$ cat config.mk
export PLATFORM = sky130hd
export DESIGN_NAME = line_segment_clipper
export DESIGN_NICKNAME = d
export VERILOG_FILES = /design/src/rtl/lsc_pkg.sv /design/src/rtl/line_segment_clipper.sv
export VERILOG_INCLUDE_DIRS = /design/src /design/src/rtl
export SDC_FILE = /design/constraint.sdc
export NUM_CORES = 2
export LEC_CHECK = 0
export ABC_AREA = 0
export BUFFER_PORTS_ARGS = -buffer_cell sky130_fd_sc_hd__buf_2
export CORE_AREA = 2 2 280 282
export CTS_CLUSTER_DIAMETER = 60
export DETAILED_ROUTE_END_ITERATION = 6
export DIE_AREA = 0 0 282 284
export PLACE_DENSITY = 0.58
export SYNTH_ARGS = -nofsm -noshare
export SYNTH_HDL_FRONTEND = slang
export SYNTH_SLANG_ARGS = --single-unit
$ cat constraint.sdc
create_clock -name clk_i -period 11.8 [get_ports clk_i]
set_clock_uncertainty 0.2 [all_clocks]
set_input_delay 1.18 -clock clk_i [delete_from_list [all_inputs] [get_ports clk_i]]
set_output_delay 1.18 -clock clk_i [all_outputs]
set_load 0.1 [all_outputs]
$ cat src/rtl/line_segment_clipper_macros.svh
// ---------------------------------------------------------------------------
// Line segment clipper assertion macros
// Short forms for clocked, reset-qualified concurrent assertions.
// ---------------------------------------------------------------------------
`ifndef LINE_SEGMENT_CLIPPER_MACROS_SVH
`define LINE_SEGMENT_CLIPPER_MACROS_SVH

// Property holds at every clock edge outside reset.
`define LSC_ASSERT(lbl, prop, msg) \
  lbl: assert property (@(posedge clk_i) disable iff (!rst_ni) (prop)) else $error(msg);

// Consequent holds in the same cycle as the antecedent.
`define LSC_ASSERT_IMP(lbl, ante, cons, msg) \
  lbl: assert property (@(posedge clk_i) disable iff (!rst_ni) (ante) |-> (cons)) \
    else $error(msg);

// Consequent holds in the cycle after the antecedent.
`define LSC_ASSERT_NXT(lbl, ante, cons, msg) \
  lbl: assert property (@(posedge clk_i) disable iff (!rst_ni) (ante) |=> (cons)) \
    else $error(msg);

`endif

$ cat src/rtl/lsc_pkg.sv
// ---------------------------------------------------------------------------
// Line segment clipper package
// Shared constants, register map and sequencer states.
// ---------------------------------------------------------------------------
`default_nettype none

package lsc_pkg;

  localparam int CoordWidthDef = 16;
  localparam int AddrW         = 4;
  localparam int DataW         = 32;
  localparam int PassCntW      = 4;

  // Give up after this many intersection passes.
  localparam logic [PassCntW-1:0] PassLimit = 4'd8;

  // Outcode bits.
  localparam logic [3:0] OcLeft   = 4'b0001;
  localparam logic [3:0] OcRight  = 4'b0010;
  localparam logic [3:0] OcBottom = 4'b0100;
  localparam logic [3:0] OcTop    = 4'b1000;

  // Window reset values.
  localparam int WinLeftRst   = 100;
  localparam int WinBottomRst = 100;
  localparam int WinRightRst  = 300;
  localparam int WinTopRst    = 300;

  typedef enum logic [1:0] {
    REG_LEFT   = 2'd0,
    REG_BOTTOM = 2'd1,
    REG_RIGHT  = 2'd2,
    REG_TOP    = 2'd3
  } lsc_reg_e;

  typedef enum logic [2:0] {
    ST_IDLE,
    ST_CODE,
    ST_SETUP,
    ST_MUL,
    ST_DIV,
    ST_APPLY,
    ST_FINISH
  } lsc_state_e;

endpackage

`default_nettype wire

$ cat src/rtl/line_segment_clipper.sv
// ---------------------------------------------------------------------------
// Line segment clipper
// Cohen-Sutherland clipping of one segment against a programmable window.
// ---------------------------------------------------------------------------
// One segment is taken at a time; in_stall_o stays high from acceptance until
// the result word is loaded into the output register. Each clip pass runs
// CODE, SETUP, MUL, 2*COORD_WIDTH divide steps and APPLY; the divide steps
// are skipped when the divisor is zero. The restoring divider yields one
// quotient bit per cycle. A segment needs up to four passes with a proper
// window (up to eight with an inverted one), plus a final outcode check in
// CODE and a FINISH state that waits for the output register to be free.
// Rejected segments report zero coordinates. Window registers sit on the
// APB port at 0x0 (left), 0x4 (bottom), 0x8 (right) and 0xC (top); write
// them only while idle.
`default_nettype none

module line_segment_clipper #(
  parameter int COORD_WIDTH = lsc_pkg::CoordWidthDef
) (
  input  wire                          clk_i,
  input  wire                          rst_ni,
  // APB configuration port
  input  wire                          psel,
  input  wire                          penable,
  input  wire                          pwrite,
  input  wire  [lsc_pkg::AddrW-1:0]    paddr,
  input  wire  [lsc_pkg::DataW-1:0]    pwdata,
  output logic [lsc_pkg::DataW-1:0]    prdata,
  output logic                         pready,
  // segment input channel
  input  wire                          in_valid_i,
  output logic                         in_stall_o,
  input  wire  signed [COORD_WIDTH-1:0] start_x_i,
  input  wire  signed [COORD_WIDTH-1:0] start_y_i,
  input  wire  signed [COORD_WIDTH-1:0] end_x_i,
  input  wire  signed [COORD_WIDTH-1:0] end_y_i,
  // result channel
  output logic                         out_valid_o,
  input  wire                          out_stall_i,
  output logic                         accepted_o,
  output logic signed [COORD_WIDTH-1:0] clipped_start_x_o,
  output logic signed [COORD_WIDTH-1:0] clipped_start_y_o,
  output logic signed [COORD_WIDTH-1:0] clipped_end_x_o,
  output logic signed [COORD_WIDTH-1:0] clipped_end_y_o
);

`include "line_segment_clipper_macros.svh"

  localparam int W    = COORD_WIDTH;
  localparam int PW   = 2 * W;
  localparam int CntW = $clog2(PW);

  localparam logic signed [W-1:0] CoordMax = {1'b0, {(W-1){1'b1}}};
  localparam logic signed [W-1:0] CoordMin = {1'b1, {(W-1){1'b0}}};

  // -------------------------------------------------------------------------
  // Window registers
  // -------------------------------------------------------------------------
  logic signed [W-1:0] win_left_q, win_bottom_q, win_right_q, win_top_q;
  logic                cfg_wr;

  assign cfg_wr = psel && penable && pwrite && pready;
  assign pready = 1'b1;

  always_ff @(posedge clk_i or negedge rst_ni) begin
    if (!rst_ni) begin
      win_left_q   <= W'(lsc_pkg::WinLeftRst);
      win_bottom_q <= W'(lsc_pkg::WinBottomRst);
      win_right_q  <= W'(lsc_pkg::WinRightRst);
      win_top_q    <= W'(lsc_pkg::WinTopRst);
    end else if (cfg_wr) begin
      case (lsc_pkg::lsc_reg_e'(paddr[3:2]))
        lsc_pkg::REG_LEFT:   win_left_q   <= pwdata[W-1:0];
        lsc_pkg::REG_BOTTOM: win_bottom_q <= pwdata[W-1:0];
        lsc_pkg::REG_RIGHT:  win_right_q  <= pwdata[W-1:0];
        lsc_pkg::REG_TOP:    win_top_q    <= pwdata[W-1:0];
        default: ;
      endcase
    end
  end

  // Read back sign-extended to the bus width.
  always_comb begin
    case (lsc_pkg::lsc_reg_e'(paddr[3:2]))
      lsc_pkg::REG_LEFT:   prdata = lsc_pkg::DataW'(win_left_q);
      lsc_pkg::REG_BOTTOM: prdata = lsc_pkg::DataW'(win_bottom_q);
      lsc_pkg::REG_RIGHT:  prdata = lsc_pkg::DataW'(win_right_q);
      lsc_pkg::REG_TOP:    prdata = lsc_pkg::DataW'(win_top_q);
      default:             prdata = '0;
    endcase
  end

  // -------------------------------------------------------------------------
  // Sequencer and shared datapath registers
  // -------------------------------------------------------------------------
  lsc_pkg::lsc_state_e state_q, state_d;

  logic signed [W-1:0]           x1_q, y1_q, x2_q, y2_q;
  logic signed [W-1:0]           x1_d, y1_d, x2_d, y2_d;
  logic [3:0]                    edge_q, edge_d;
  logic                          first_q, first_d;
  logic                          acc_q, acc_d;
  logic [lsc_pkg::PassCntW-1:0]  pass_q, pass_d;
  logic [W-1:0]                  mag_a_q, mag_a_d, mag_b_q, mag_b_d, den_q, den_d;
  logic                          neg_q, neg_d;
  logic [PW-1:0]                 div_q, div_d;
  logic [W-1:0]                  rem_q, rem_d;
  logic [CntW-1:0]               cnt_q, cnt_d;

  logic                          out_valid_q, out_valid_d;
  logic                          out_acc_q, out_acc_d;
  logic signed [W-1:0]           out_sx_q, out_sy_q, out_ex_q, out_ey_q;
  logic signed [W-1:0]           out_sx_d, out_sy_d, out_ex_d, out_ey_d;

  function automatic logic [3:0] outcode(input logic signed [W-1:0] x,
                                         input logic signed [W-1:0] y,
                                         input logic signed [W-1:0] wl,
                                         input logic signed [W-1:0] wr,
                                         input logic signed [W-1:0] wb,
                                         input logic signed [W-1:0] wt);
    logic [3:0] c;
    c = '0;
    if (x < wl)      c |= lsc_pkg::OcLeft;
    else if (x > wr) c |= lsc_pkg::OcRight;
    if (y < wb)      c |= lsc_pkg::OcBottom;
    else if (y > wt) c |= lsc_pkg::OcTop;
    return c;
  endfunction

  // Combinational helpers
  logic [3:0]          c1, c2, co;
  logic                horiz;
  logic signed [W-1:0] edge_val, base;
  logic signed [W:0]   dx, dy, dn, d_sel, q_sel;
  logic [W:0]          rem_sh, rem_sub;
  logic                rem_ge;
  logic signed [W+1:0] base_ext, quo_ext, sum;
  logic                quo_big;
  logic signed [W-1:0] clip;

  always_comb begin
    c1 = outcode(x1_q, y1_q, win_left_q, win_right_q, win_bottom_q, win_top_q);
    c2 = outcode(x2_q, y2_q, win_left_q, win_right_q, win_bottom_q, win_top_q);
    co = (c1 != '0) ? c1 : c2;

    // Top and bottom edges solve for x; right and left solve for y.
    horiz = (edge_q & (lsc_pkg::OcTop | lsc_pkg::OcBottom)) != '0;
    if (edge_q == lsc_pkg::OcTop)         edge_val = win_top_q;
    else if (edge_q == lsc_pkg::OcBottom) edge_val = win_bottom_q;
    else if (edge_q == lsc_pkg::OcRight)  edge_val = win_right_q;
    else                                  edge_val = win_left_q;
    base = horiz ? x1_q : y1_q;

    dx    = (W+1)'(x2_q) - (W+1)'(x1_q);
    dy    = (W+1)'(y2_q) - (W+1)'(y1_q);
    dn    = (W+1)'(edge_val) - (W+1)'(horiz ? y1_q : x1_q);
    d_sel = horiz ? dx : dy;
    q_sel = horiz ? dy : dx;

    // Restoring divide step.
    rem_sh  = {rem_q, div_q[PW-1]};
    rem_ge  = rem_sh >= {1'b0, den_q};
    rem_sub = rem_sh - {1'b0, den_q};

    // Apply quotient to base and saturate.
    quo_big  = div_q[PW-1:W] != '0;
    base_ext = (W+2)'(base);
    quo_ext  = {2'b00, div_q[W-1:0]};
    sum      = neg_q ? (base_ext - quo_ext) : (base_ext + quo_ext);
    if (quo_big)                          clip = neg_q ? CoordMin : CoordMax;
    else if (sum > (W+2)'(CoordMax))      clip = CoordMax;
    else if (sum < (W+2)'(CoordMin))      clip = CoordMin;
    else                                  clip = sum[W-1:0];
  end

  // Next state and outputs
  always_comb begin
    state_d     = state_q;
    x1_d        = x1_q;
    y1_d        = y1_q;
    x2_d        = x2_q;
    y2_d        = y2_q;
    edge_d      = edge_q;
    first_d     = first_q;
    acc_d       = acc_q;
    pass_d      = pass_q;
    mag_a_d     = mag_a_q;
    mag_b_d     = mag_b_q;
    den_d       = den_q;
    neg_d       = neg_q;
    div_d       = div_q;
    rem_d       = rem_q;
    cnt_d       = cnt_q;
    out_valid_d = out_valid_q;
    out_acc_d   = out_acc_q;
    out_sx_d    = out_sx_q;
    out_sy_d    = out_sy_q;
    out_ex_d    = out_ex_q;
    out_ey_d    = out_ey_q;

    // Drop the result word once the sink takes it.
    if (out_valid_q && !out_stall_i) out_valid_d = 1'b0;

    case (state_q)
      lsc_pkg::ST_IDLE: begin
        if (in_valid_i) begin
          x1_d    = start_x_i;
          y1_d    = start_y_i;
          x2_d    = end_x_i;
          y2_d    = end_y_i;
          pass_d  = '0;
          state_d = lsc_pkg::ST_CODE;
        end
      end
      lsc_pkg::ST_CODE: begin
        if ((c1 | c2) == '0) begin
          acc_d   = 1'b1;
          state_d = lsc_pkg::ST_FINISH;
        end else if ((c1 & c2) != '0 || pass_q == lsc_pkg::PassLimit) begin
          acc_d   = 1'b0;
          state_d = lsc_pkg::ST_FINISH;
        end else begin
          first_d = c1 != '0;
          if ((co & lsc_pkg::OcTop) != '0)         edge_d = lsc_pkg::OcTop;
          else if ((co & lsc_pkg::OcBottom) != '0) edge_d = lsc_pkg::OcBottom;
          else if ((co & lsc_pkg::OcRight) != '0)  edge_d = lsc_pkg::OcRight;
          else                                     edge_d = lsc_pkg::OcLeft;
          state_d = lsc_pkg::ST_SETUP;
        end
      end
      lsc_pkg::ST_SETUP: begin
        mag_a_d = W'(d_sel[W] ? -d_sel : d_sel);
        mag_b_d = W'(dn[W] ? -dn : dn);
        den_d   = W'(q_sel[W] ? -q_sel : q_sel);
        neg_d   = d_sel[W] ^ dn[W] ^ q_sel[W];
        state_d = lsc_pkg::ST_MUL;
      end
      lsc_pkg::ST_MUL: begin
        rem_d = '0;
        cnt_d = '0;
        // A zero divisor leaves the base unchanged.
        if (den_q == '0) begin
          div_d   = '0;
          state_d = lsc_pkg::ST_APPLY;
        end else begin
          div_d   = mag_a_q * mag_b_q;
          state_d = lsc_pkg::ST_DIV;
        end
      end
      lsc_pkg::ST_DIV: begin
        rem_d = rem_ge ? rem_sub[W-1:0] : rem_sh[W-1:0];
        div_d = {div_q[PW-2:0], rem_ge};
        cnt_d = cnt_q + 1'b1;
        if (cnt_q == CntW'(PW - 1)) state_d = lsc_pkg::ST_APPLY;
      end
      lsc_pkg::ST_APPLY: begin
        if (first_q) begin
          x1_d = horiz ? clip : edge_val;
          y1_d = horiz ? edge_val : clip;
        end else begin
          x2_d = horiz ? clip : edge_val;
          y2_d = horiz ? edge_val : clip;
        end
        pass_d  = pass_q + 1'b1;
        state_d = lsc_pkg::ST_CODE;
      end
      lsc_pkg::ST_FINISH: begin
        // Hold until the output register is free.
        if (!out_valid_q || !out_stall_i) begin
          out_valid_d = 1'b1;
          out_acc_d   = acc_q;
          out_sx_d    = acc_q ? x1_q : '0;
          out_sy_d    = acc_q ? y1_q : '0;
          out_ex_d    = acc_q ? x2_q : '0;
          out_ey_d    = acc_q ? y2_q : '0;
          state_d     = lsc_pkg::ST_IDLE;
        end
      end
      default: state_d = lsc_pkg::ST_IDLE;
    endcase
  end

  // Control registers
  always_ff @(posedge clk_i or negedge rst_ni) begin
    if (!rst_ni) begin
      state_q     <= lsc_pkg::ST_IDLE;
      pass_q      <= '0;
      cnt_q       <= '0;
      out_valid_q <= 1'b0;
    end else begin
      state_q     <= state_d;
      pass_q      <= pass_d;
      cnt_q       <= cnt_d;
      out_valid_q <= out_valid_d;
    end
  end

  // Payload registers
  always_ff @(posedge clk_i) begin
    x1_q      <= x1_d;
    y1_q      <= y1_d;
    x2_q      <= x2_d;
    y2_q      <= y2_d;
    edge_q    <= edge_d;
    first_q   <= first_d;
    acc_q     <= acc_d;
    mag_a_q   <= mag_a_d;
    mag_b_q   <= mag_b_d;
    den_q     <= den_d;
    neg_q     <= neg_d;
    div_q     <= div_d;
    rem_q     <= rem_d;
    out_acc_q <= out_acc_d;
    out_sx_q  <= out_sx_d;
    out_sy_q  <= out_sy_d;
    out_ex_q  <= out_ex_d;
    out_ey_q  <= out_ey_d;
  end

  assign in_stall_o        = state_q != lsc_pkg::ST_IDLE;
  assign out_valid_o       = out_valid_q;
  assign accepted_o        = out_acc_q;
  assign clipped_start_x_o = out_sx_q;
  assign clipped_start_y_o = out_sy_q;
  assign clipped_end_x_o   = out_ex_q;
  assign clipped_end_y_o   = out_ey_q;

  // -------------------------------------------------------------------------
  // Assertions
  // -------------------------------------------------------------------------
  `LSC_ASSERT(a_pass_bound, pass_q <= lsc_pkg::PassLimit, "clip pass count overran its limit")
  `LSC_ASSERT_IMP(a_rem_bound, state_q == lsc_pkg::ST_DIV, rem_q < den_q, "divider remainder not below divisor")
  `LSC_ASSERT_IMP(a_reject_zero, out_valid_q && !out_acc_q, out_sx_q == '0 && out_sy_q == '0 && out_ex_q == '0 && out_ey_q == '0, "rejected word carries nonzero coordinates")
  `LSC_ASSERT_NXT(a_accept_code, in_valid_i && !in_stall_o, state_q == lsc_pkg::ST_CODE, "accepted segment did not start outcode check")

endmodule

`default_nettype wire

; ---- Word-level counts from Yosys, hierarchy flattened
; Cells that the tools add are included.
[word_totals]
ff_bits = 309
input_bits = 107
out_inout_bits = 100
[op_classes]
addsub = 11
mul = 1
order_cmp = 11
n_eq_ne = 19
mux = 59
bitwise = 6
n_reduce_logical = 31
[op_table]
columns = operator, count
row1 = $mux W16, 22
row2 = $pmux W16 S2, 5
row3 = $pmux W32 S4, 1
row4 = $gt A16 B16 Y1, 4
row5 = $lt A16 B16 Y1, 4
row6 = $pmux W32 S2, 1
row7 = $mux W17, 3
row8 = $neg A16 Y16, 3
row9 = $sub A16 B16 Y17, 2
row10 = $mul A16 B16 Y32, 1
row11 = $mux W32, 1
row12 = $mux W4, 6
row13 = $pmux W3 S7, 1
row14 = $add A16 B17 Y18, 1
row15 = $gt A18 B16 Y1 const B, 1
row16 = $lt A18 B16 Y1 const B, 1
row17 = $mux W18, 1
row18 = $mux W3, 6
row19 = $sub A16 B17 Y18, 1
row20 = $ge A17 B16 Y1, 1
row21 = $sub A16 B17 Y17, 1
row22 = $logic_not A16 Y1, 1
row23 = $reduce_bool A16 Y1, 1
row24 = $sub A16 B16 Y16, 1
row25 = 32 further kinds, 68

; ---- Logic depth before layout (Yosys ltp)
[depth]
depth_word = 11
depth_mapped = 25
mapped_depth_nobuf = 24

; ---- Worst setup path before layout
; No wires, ideal clock.
[synth_timing]
path_kind = reg-to-reg
start = register mag_b_q[6]
end = register div_q[30], data pin
setup_ns = 0.256
arrival_time_ns = 6.367
t_required_ns = 11.344
path_slack_ns = 4.977
stages_incl_launch_ff = 24
path_buffers = 1
period_less_slack_ns = 6.823
path_cell_list = edfxtp_1 clkbuf_1 and2_1 fa_1 inv_1 fa_1 fa_1 fa_1 inv_1 fa_1 inv_1 fa_1 inv_1 ha_1 a21o_1 a211oi_1 o21ai_0 o32a_1 a31o_2 a211oi_1 o21ai_0 a31oi_1 xnor2_1 a22o_1
[synth_via]
elab_chain_cells = 3
[synth_rtl]
columns = item, line
row1 = start: declaration, line_segment_clipper.sv:104  ; logic [W-1:0] mag_a_q, mag_a_d, mag_b_q, mag_b_d, den_q, den_d;
row2 = start signal: assignment, line_segment_clipper.sv:308  ; mag_b_q <= mag_b_d;
row3 = $mul A16 B16 Y32, line_segment_clipper.sv:246  ; div_d = mag_a_q * mag_b_q;
row4 = $mux W32, line_segment_clipper.sv:242  ; if (den_q == '0) begin
row5 = $pmux W32 S2, line_segment_clipper.sv:204  ; case (state_q)
row6 = via div_d[30], line_segment_clipper.sv:106  ; logic [PW-1:0] div_q, div_d;
row7 = end signal: assignment, line_segment_clipper.sv:311  ; div_q <= div_d;
row8 = end: declaration, line_segment_clipper.sv:106
; The timed path passes the listed nets, and every way through them passes these cells.
; A chain may end at the register's enable or synchronous reset.

; ---- Worst setup path after layout
[layout_timing]
start = register mag_b_q[7]
end = register div_q[30], data pin
; Same word-level chain as after synthesis.

==> impl_metrics.py <==
metrics = {
    "run_status": {
        "status": "finished, final reports clean",
    },
    "yosys": {
        "synth_simple_gate_area_share_pct": 15.9,
        "postSynthRegisterBits": 309,
        "synth_flop_cell": "edfxtp_1",
        "synth-seq-area-share_pct": 29.2,
        "synth_mux_area_share_pct": 4.44,
        "combinational_family_with_the_most_area_after_synthesis": "adder cells",
        "synthDominantAreaCellType": "edfxtp_1",
        "synth_async_sr_flop_share_pct": 24.9,
        "yosysTopAreaCellShare_pct": 22.8,
        "netlist_instances": 3223,
        "synthesis.nets": 3846,
        "mapped_avg_cell_area_um2": 9.47,
        "mappedNetlistArea_um2": 30500,
        "synth_xor_xnor_area_share_pct": 4.10,
        "synth.yosys.warnings": 0,
        "synth.distinct_cells": 85,
        "yosys.area_share.adder_pct": 26.1,
        "synth_compound_area_share_pct": 13.5,
        "synth_enable_flop_cells": 232,
        "top_cells_by_area_synth": "edfxtp_1, fa_1, ha_1",
    },
    "finish": {
        "post_route_cells_drive_above_1_share_pct": 11.8,
        "fillerInstances": 7514,
        "layout.cells.most_common_list": "inv_1, nand2_1, ha_1",
        "largest_register_ff_count": 32,
        "area_grow_syn2layout_pct": 10.6,
        "nets": 3975,
        "layout.cells.most_common": "inv_1",
        "postLayoutCoreUtil_pct": 43.9,
        "max_flop_register": "div_q",
    },
    "die": {
        "fp-row-count": 102,
        "initial_utilization_pct": 39.6,
        "ioPinCount": 207,
        "die_x_um": 282,
        "floorplan.core_area_um2": 77000,
        "die_height_um": 284,
        "die-area_um2": 80100,
    },
    "global_routing": {
        "grt_overflow_total": 0,
        "first_pass_grt_wire_length_mm": 143,
        "pin_count_of_the_biggest_net_entering_global_routing": 66,
        "grt.total_usage_pct": 23.4,
        "antenna_found_initial": 7,
        "via_count_of_the_first_global_routing_pass": 24000,
    },
    "clock_network": {
        "cts_max_level": 2,
        "cts.clk_slew.worst_paths_ns": 0.06,
        "cts_hold_buffers": 0,
        "clkLatencyLatePin_ns": 0.59,
        "clk_buf_depth": 3,
        "cts_tree": "yes",
        "postCtsSetupBuffers": 0,
        "cts_made_buffers": 40,
        "root_buffer": "clkbuf_16",
        "cts_num_sinks": 309,
        "cts_repair_resize_count": 0,
    },
    "hold_path": {
        "hold_path_depth": 1,
        "holdCritPathClass": "reg2reg",
        "timing.hold.worst_endpoint": "cnt_q[4]$_DFFE_PN0P_",
        "worstHoldStart": "cnt_q[4]$_DFFE_PN0P_",
    },
    "detailed_routing": {
        "drt-total-wl_mm": 92.6,
        "routedWlPerCell_um": 20.9,
        "post-route-drc-count": 0,
        "drt-initial-drc-count": 1905,
        "drt_pre_antenna_iters": 7,
        "dr_total_vias": 24100,
        "ant_nets": 0,
        "route.detailed.vias_per_inst": 5.44,
    },
    "placement": {
        "gp_routability_congestion": 0.938,
        "io_buffer_count": 187,
        "dp_hpwl_mm": 71.7,
    },
    "setup_path": {
        "regToRegStartpoint": "mag_b_q[7]$_DFFE_PP_",
        "critical-path-top-cell-by-count": "fa_1",
        "rr_worst_depth": 23,
        "cp.buffers_inverters": 5,
        "max_stage_delay_ns": 0.97,
        "cp-end-kind": "flop",
        "rr_endpoint": "div_q[30]$_DFFE_PP_",
        "critical_path.slowest_cell": "edfxtp_1",
        "highest_fanout_seen_on_the_critical_path": 16,
        "start_kind": "flop",
        "sequence_of_cells_on_the_critical_path": "nand2_1, fa_1, inv_1, fa_1, inv_1, fa_1, inv_1, fa_1, fa_1, inv_1, fa_1, inv_1, ha_1, a211o_1, a21oi_1, a21oi_1, a221o_1, a31o_2, a211oi_1, o21ai_0, a31oi_1, xnor2_1, a22o_1",
        "criticalPathCategory": "reg2reg",
        "worst-endpoint-arrival_ns": 7.59,
        "critical-path-top-delay-family": "adder cells",
        "setup.reg_to_reg.worst_slack_ns": 4.31,
        "critPathRequiredTime_ns": 11.90,
    },
    "sta": {
        "fin_tns_setup_ns": 0,
        "period_share_pct": 63.5,
        "fmaxAchievable_ghz": 0.133,
        "max-slew-margin-rel_pct": 11.9,
        "rsz0062_at_grt": "no",
        "period_needed_ns": 7.49,
        "fin_hold_ws_ns": 0.304,
        "timing.final.max_slew_violations": 0,
        "finalHoldViolCount": 0,
        "tightest_slew_ns": 1.32,
        "setup_viol": 0,
    },
    "run": {
        "maxCapViolations": 0,
    },
}
[synthesized netlist by cell type (39+ instances only)]
library cell and n:
inv_1 400, clkbuf_1 90, fa_1 199, xnor2_1 100, nor3_1 43, ha_1 317, nand4_1 39, nand3_1 43
a21oi_1 144, a21o_1 96, o21ai_0 165, edfxtp_1 232, mux2i_1 51, nand2_1 356, nor2_1 162, dfrtp_1 63
and2_1 188, mux2_2 43, xor2_1 43
[layout make-up]
class                      instances  area [um^2]  share of cell area, %
tap                             1040         1300                   3.85
antenna                            2         5.00                 0.0148
multi-input combinational       2388        19600                   58.1
clock inverter                    26          251                  0.745
clock buffer                      46         1040                   3.09
inverter                         400         1500                   4.45
sequential                       309         8910                   26.4
timing repair buffer             213         1130                   3.36
[through the flow]
| step | setup WS (ns) | instance area (um^2) | std cells |
|---|---|---|---|
| global placement | 4.33 | 32500 | 4350 |
| global route | 3.84 | 33800 | 4423 |
| detailed placement | 4.30 | 32500 | 4350 |
| CTS | 4.27 | 33800 | 4422 |
| finish | 4.31 | 33800 | 4424 |
| floorplan | 4.98 | 30500 | 3223 |
[cell families after synthesis]
logic type,count (synthesis)
AND/OR/NAND/NOR,984
AO/OA/AOI/OAI,634
buffers and inverters,526
adder cells (fa/ha/maj),516
flip-flops,309
XOR/XNOR,143
multiplexers,110
other,1
[layer usage]
metal,up-vias,global-route usage [%],part of all wire (%)
met3,181,3.12,6.0
li1,11400,-,-
met4,4,9.31,4.1
met5,-,0,0.027
met1,11800,32.6,44
met2,751,36.8,45
[worst max path at each step]
| stage | from | end | slack (ns) | cells after the start |
|---|---|---|---|---|
| 2_1_floorplan | mag_b_q[6]$_DFFE_PP_ | div_q[30]$_DFFE_PP_ | 4.98 | 23 |
| 3_3_place_gp | mag_b_q[7]$_DFFE_PP_ | div_q[30]$_DFFE_PP_ | 4.33 | 21 |
| 3_5_place_dp | mag_b_q[6]$_DFFE_PP_ | div_q[30]$_DFFE_PP_ | 4.30 | 22 |
| 4_1_cts | mag_b_q[6]$_DFFE_PP_ | div_q[30]$_DFFE_PP_ | 4.27 | 22 |
| 5_1_grt | mag_b_q[9]$_DFFE_PP_ | div_q[30]$_DFFE_PP_ | 3.84 | 23 |
| 6_report | mag_b_q[7]$_DFFE_PP_ | div_q[30]$_DFFE_PP_ | 4.31 | 23 |
Power is left out: the tool's default activity adds up to more than one toggle a clock period on the data nets, which glitch-free logic cannot reach.
